$ cat config.mk
export PLATFORM = sky130hd
export DESIGN_NAME = ttb_ctrl
export DESIGN_NICKNAME = d
export VERILOG_FILES = /design/src/hdl/ttb_pkg.sv /design/src/hdl/ttb_ctrl.sv
export SDC_FILE = /design/constraint.sdc
export NUM_CORES = 1
export LEC_CHECK = 0
export ABC_AREA = 0
export BUFFER_PORTS_ARGS = -buffer_cell sky130_fd_sc_hd__buf_2
export CAP_MARGIN = 0
export CORE_AREA = 2 2 39 41
export CTS_CLUSTER_SIZE = 30
export DETAILED_ROUTE_END_ITERATION = 8
export DIE_AREA = 0 0 41 43
export GPL_ROUTABILITY_DRIVEN = 0
export GPL_TIMING_DRIVEN = 1
export PLACE_DENSITY = 0.64
export SLEW_MARGIN = 15
export SYNTH_ARGS = -nofsm -noshare
export SYNTH_HDL_FRONTEND = slang
export SYNTH_SLANG_ARGS = --single-unit
$ cat constraint.sdc
create_clock -name clock -period 1.85 [get_ports clock]
set_input_delay 0.37 -clock clock [delete_from_list [all_inputs] [get_ports clock]]
set_output_delay 0.37 -clock clock [all_outputs]
set_load 0.03 [all_outputs]
$ cat src/hdl/ttb_pkg.sv
// ttb_pkg: shared types and constants for the triangle tangent/bitangent core
// no dependencies
package ttb_pkg;

   localparam int CoordWidth = 16;
   localparam int ClampWidth = 19;
   localparam int FracShift  = 22;
   // coordinate deltas: 20 bits, products 40, sums 41, shifted numerator 63
   localparam int DeltaWidth = ClampWidth + 1;
   localparam int ProdWidth  = 2 * DeltaWidth;
   localparam int SumWidth   = ProdWidth + 1;
   localparam int NumWidth   = SumWidth + FracShift;
   localparam int DenWidth   = SumWidth;
   localparam int QuotWidth  = 33;

   typedef struct packed {
      logic signed [CoordWidth-1:0] pos_x;
      logic signed [CoordWidth-1:0] pos_y;
      logic signed [CoordWidth-1:0] pos_z;
      logic signed [CoordWidth-1:0] tex_u;
      logic signed [CoordWidth-1:0] tex_v;
   } req_word_type;

   typedef struct packed {
      logic signed [31:0] tangent_x;
      logic signed [31:0] tangent_y;
      logic signed [31:0] tangent_z;
      logic signed [31:0] bitangent_x;
      logic signed [31:0] bitangent_y;
      logic signed [31:0] bitangent_z;
      logic               degenerate;
   } rsp_word_type;

   // controller to datapath
   typedef struct packed {
      logic       load_v0;
      logic       load_v1;
      logic       load_v2;
      logic       calc_delta;
      logic       calc_prod;
      logic       calc_sum;
      logic       div_start;
      logic [2:0] div_sel;
      logic       div_store;
   } ttb_cmd_type;

   // datapath to controller
   typedef struct packed {
      logic div_done;
   } ttb_sts_type;

   // clamp a sign-extended coordinate to the exact datapath range
   function automatic logic signed [ClampWidth-1:0] clamp_coord(
      input logic signed [CoordWidth-1:0] v);
      logic signed [63:0] w;
      logic signed [63:0] hi;
      logic signed [63:0] lo;
      w  = 64'(signed'(v));
      hi = 64'((64'sd1 <<< (ClampWidth - 1)) - 64'sd1);
      lo = -64'(64'sd1 <<< (ClampWidth - 1));
      if (w > hi) w = hi;
      if (w < lo) w = lo;
      return w[ClampWidth-1:0];
   endfunction

endpackage

$ cat src/hdl/ttb_ctrl.sv
// ttb_ctrl: vertex slot tracking and sequencing of the triangle math
// depends on ttb_pkg
module ttb_ctrl (
   input  logic                 clock,
   input  logic                 reset,
   input  logic                 req_valid,
   output logic                 req_ready,
   output logic                 rsp_valid,
   input  logic                 rsp_ready,
   input  ttb_pkg::ttb_sts_type sts,
   input  logic                 degen,
   output ttb_pkg::ttb_cmd_type cmd
);
   import ttb_pkg::*;

   typedef enum logic [2:0] {
      S_V0, S_V1, S_V2, S_DELTA, S_PROD, S_SUM, S_DIV, S_OUT
   } state_type;

   state_type  state_ff, state_in;
   logic [2:0] sel_ff, sel_in;
   logic       start_ff, start_in;
   logic       acc;

   assign req_ready = (state_ff == S_V0) || (state_ff == S_V1) || (state_ff == S_V2);
   assign rsp_valid = (state_ff == S_OUT);
   assign acc       = req_valid && req_ready;

   always_comb begin
      state_in = state_ff;
      sel_in   = sel_ff;
      start_in = 1'b0;
      cmd      = '0;
      cmd.div_sel   = sel_ff;
      // a degenerate triangle never starts the divider
      cmd.div_start = start_ff && !degen;
      case (state_ff)
         S_V0: begin
            cmd.load_v0 = acc;
            if (acc) state_in = S_V1;
         end
         S_V1: begin
            cmd.load_v1 = acc;
            if (acc) state_in = S_V2;
         end
         S_V2: begin
            cmd.load_v2 = acc;
            if (acc) state_in = S_DELTA;
         end
         S_DELTA: begin
            cmd.calc_delta = 1'b1;
            state_in = S_PROD;
         end
         S_PROD: begin
            cmd.calc_prod = 1'b1;
            state_in = S_SUM;
         end
         S_SUM: begin
            cmd.calc_sum = 1'b1;
            state_in = S_DIV;
            sel_in   = '0;
            start_in = 1'b1;
         end
         S_DIV: begin
            if (degen) begin
               state_in = S_OUT;
            end else if (sts.div_done) begin
               cmd.div_store = 1'b1;
               if (sel_ff == 3'd5) begin
                  state_in = S_OUT;
               end else begin
                  sel_in   = sel_ff + 3'd1;
                  start_in = 1'b1;
               end
            end
         end
         S_OUT: begin
            if (rsp_ready) state_in = S_V0;
         end
         default: state_in = S_V0;
      endcase
   end

   always_ff @(posedge clock) begin
      sel_ff <= sel_in;
      if (reset) begin
         state_ff <= S_V0;
         start_ff <= 1'b0;
      end else begin
         state_ff <= state_in;
         start_ff <= start_in;
      end
   end
endmodule

* Word-level counts from Yosys, hierarchy flattened
Index checks and enable logic that the tools add are counted.
Storage, ports and cells: logic and storage cells 55, flip-flop bits (word level) 7, output and inout bits 13
Cells by class: reduce and logical (&&, ||, !) cells 9, $add $sub $neg 1, multiplexer cells 25, eq/ne operators 17
Operators with widths (number):
- 3-bit two-way mux | 10
- 3-bit one-hot mux with 8 select lines | 1
- 3-bit equality test, second input constant | 5
- 1-bit two-way mux | 12
- 2-bit != test, second input constant | 6
- 3-bit by 2-bit equality test with 1-bit output, second input constant | 2
- 3-bit != test, second input constant | 2
- 3-bit one-hot mux with 2 select lines | 1
- 6-bit AND reduction | 1
- 4-bit AND reduction | 1
- 3-bit by 1-bit adder with 3-bit output, second input constant | 1
- 3-bit by 1-bit equality test with 1-bit output, second input constant | 1
- 3-bit zero test | 1
- 1-bit logical AND | 2
- 1-bit logical OR | 2
- 2-bit by 1-bit != test with 1-bit output, second input constant | 1
- 1-bit one-hot mux with 2 select lines | 1
- 2-bit nonzero test | 1
- 1-bit zero test | 1

* Longest topological paths before layout
word-level depth 6, depth in mapped cells 5

* Least setup slack after synthesis
No wires, ideal clock.
path kind flip-flop to output port, start point register state_ff[2], end point output port cmd[8] (netlist bit), path buffers 1, cell stages (with the launch flop) 4, setup slack 153 ps, data arrival time 1327 ps, cells stage by stage dfxtp_1 buf_6 nand2b_1 nor3b_1
RTL lines:
- start: declaration | line ttb_ctrl.sv:20 | state_type state_ff, state_in;
- start signal: assignment | line ttb_ctrl.sv:90 | state_ff <= state_in;
- end: declaration | line ttb_ctrl.sv:12 | output ttb_pkg::ttb_cmd_type cmd

==> impl_metrics.py <==
metrics = {
    "layout": {
        "finalCoreUtilization_pct": 42.86,
        "fillers": 137,
        "nets": 77,
        "area_growth_pct": 24.08,
        "drive_above_1_share_pct": 41.18,
        "stdcell_area_um2": 593.1,
        "diodes": 0,
    },
    "place": {
        "port_buffers": 18,
        "dpl-instance-area_um2": 566.8,
        "hpwl_um": 638.1,
    },
    "synth": {
        "yosysTopAreaCellShare_pct": 18.85,
        "synth_edf_count": 3,
        "ys_ff_latch": 7,
        "ys_seq_area_share_pct": 35.60,
        "async_reset_ff_share_pct": 0,
        "synth_area_leaders": "edfxtp_1 19%, dfxtp_1 17%, mux2_4 6.3%",
        "avgSynthCellArea_um2": 9.754,
        "synth_warnings": 0,
        "synth-main-ff-cell": "dfxtp_1",
        "yosysTopAreaCell": "edfxtp_1",
        "synth_cell_types": 24,
        "syn_nets": 57,
        "synthCells": 49,
        "syn_area_um2": 478.0,
    },
    "flow_run": {
        "maxCapViolCount": 0,
    },
    "clocking": {
        "cts_buffers": 3,
        "cts_resized": 0,
        "clk_pin_slew_ns": 0.05,
        "cts_buffer_depth": 2,
        "cts_tree": "yes",
        "cts_hold_buf": 0,
        "cts_sinks": 7,
        "post-cts-setup-buffers": 0,
        "cts_root_buffer": "clkbuf_4",
        "clock_latency_ns": 0.24,
        "htreeDepth": 1,
    },
    "sta": {
        "relSlewSlack_pct": 71.43,
        "fin_skew_ns": 0.003229,
        "post-route-period-util_pct": 93.34,
        "setup_violations": 0,
        "max_freq_mhz": 579.1,
        "tns_ns": 0,
        "fin_crit_ns": 1.727,
        "slew_viol_final": 0,
        "worst_pin_slew_ns": 0.4279,
        "rsz0062_at_grt": "no",
        "final_hold_viol_count": 0,
    },
    "setup_path": {
        "startpoint_type": "flip-flop",
        "path_cells": "nand3b_1, nor2_1, buf_2",
        "critPathLaunch": "state_ff[1]",
        "critPathKind": "reg -> out",
        "crit_buf_inv": 1,
        "worst-path-max-fanout": 14,
        "slowest_delay_ns": 0.58,
        "crit_family": "flip-flops",
        "worst_path_max_delay_cell": "dfxtp_1",
        "arrival_ns": 1.36,
        "end_kind": "output pin",
        "r2r-start": "state_ff[1]",
        "worstPathRequired_ns": 1.48,
    },
    "pwr": {
        "p_comb_share_pct": 20.2,
        "powerDensity_nw_per_um2": 673.6,
        "power.share.switching_pct": 28.27,
        "intPower_w": 0.0002866,
        "clkPwrFrac_pct": 32.7,
        "netSwitchingPower_w": 0.0001129,
        "leakagePower_nw": 0.2649,
        "seqPwrFrac_pct": 47.1,
        "ir_drop_v": 0.0002465,
        "total_power_w": 0.0003995,
    },
    "floorplan": {
        "die_area_um2": 1763,
        "initial_utilization_pct": 34.54,
        "design.portCount": 19,
        "rows": 14,
        "die_h_um": 43,
        "core-area_um2": 1384,
        "die_x_um": 41,
    },
    "detailed_routing": {
        "wl_per_cell_um": 9.798,
        "drt_wl_total_um": 823,
        "ant_nets": 0,
        "route.vias.total": 400,
        "drt_first_pass_iters": 3,
        "vias_per_cell": 4.762,
        "drc": 0,
        "initialDrtViolationCount": 3,
    },
    "grt": {
        "grt_pass1_vias": 289,
        "antenna_found_initial": 0,
        "gr-total-overflow": 0,
        "grt_first_pass_wirelength_um": 1124,
        "grt_max_degree": 16,
        "grt.total_usage_pct": 9.567,
    },
    "hold_path": {
        "min_from": "reset",
        "hp-class": "in -> reg",
    },
    "run_status": {
        "outcome": "complete, no violations",
    },
}
[final cells by class]
type                    count  area (um2)  area share, %
well taps                  16       20.02          3.376
repair buffers             18       90.09          15.19
multi-input cells          38       282.8          47.68
inverters                   1       3.754         0.6329
clock buffers               4       26.28          4.430
flip-flops and latches      7       170.2          28.69
[layout by cell type, fill, tap and decap left out]
cell type and n:
clkbuf_4 3, dfxtp_1 4, nand2b_1 2, a31oi_1 1
nand2_1 2, nor3b_2 1, clkbuf_1 1, and4b_4 1
mux2_4 2, nor3_1 1, ha_1 2, buf_2 18
nor2_1 8, nor3b_1 3, nor2b_1 3, and3b_1 1
a21oi_1 3, inv_1 1, and3_1 1, edfxtp_1 3
nand3b_1 1, xnor2_1 1, and3b_4 1, a211oi_1 2
a211oi_2 2
[through the flow]
step | std cells | worst slack (ns) | hold slack (ns)
6_report | 84 | 0.1232 | 0.3685
4_1_cts | 84 | 0.1259 | 0.3697
2_1_floorplan | 49 | 0.1529 | 0.4428
3_3_place_gp | 80 | 0.3717 | 0.6106
5_1_grt | 84 | 0.02489 | 0.3654
3_5_place_dp | 80 | 0.3403 | 0.6216
[metal layers]
layer	track usage [%]	wire [um]	up-vias	share of wire, %
met3	5.236	85	2	10
li1	-	-	213	-
met2	12.19	306	19	37
met1	12.01	427	166	52
met4	6.000	4	0	0.49
met5	0	0	-	0
[cell usage after synthesis, types with 2 or more instances]
| library cell | number |
|---|---|
| nor2_1 | 8 |
| buf_2 | 2 |
| a211oi_2 | 2 |
| edfxtp_1 | 3 |
| dfxtp_1 | 4 |
| ha_1 | 2 |
| nor3b_1 | 3 |
| nand2_1 | 2 |
| nand2b_1 | 2 |
| a21oi_1 | 3 |
| a211oi_1 | 2 |
| nor2b_1 | 3 |
| mux2_4 | 2 |
[final timing paths]
| path | end | slack (ns) | cells past startpoint |
|---|---|---|---|
| hold reg to reg | sel_ff[0] | 0.62 | 1 |
| setup reg to reg | sel_ff[0] | 0.33 | 3 |
| setup / recovery | cmd[0] | 0.12 | 3 |
| hold / removal | start_ff | 0.37 | 2 |
[power groups by stage]
stage / sequential [W] / clock (W) / combinational (W)
after floorplan: 0.000179 / 0 / 0.0000736
after global placement: 0.000190 / 0 / 0.0000808
after detailed placement: 0.000190 / 0 / 0.0000811
after CTS: 0.000187 / 0.000137 / 0.0000816
after global routing: 0.000191 / 0.000147 / 0.0000863
final: 0.000188 / 0.000131 / 0.0000807
[kinds of logic (layout without fill, tap and decap cells)]
kind of cell / Yosys count / in the layout / share of synthesized area (%)
XOR/XNOR: 1 / 1 / 1.833
multiplexers: 2 / 2 / 6.283
AND/OR/NAND/NOR: 25 / 25 / 32.98
AO/OA/AOI/OAI: 8 / 8 / 12.83
flip-flops: 7 / 7 / 35.60
buffers and inverters: 4 / 23 / 5.235
adder cells (fa/ha/maj): 2 / 2 / 5.235
[state kept, by name (all words and copies together) (netlist names)]
name      flops
state_ff      3
start_ff      1
sel_ff        3
Note: power is estimated with default switching activity, not from simulation.
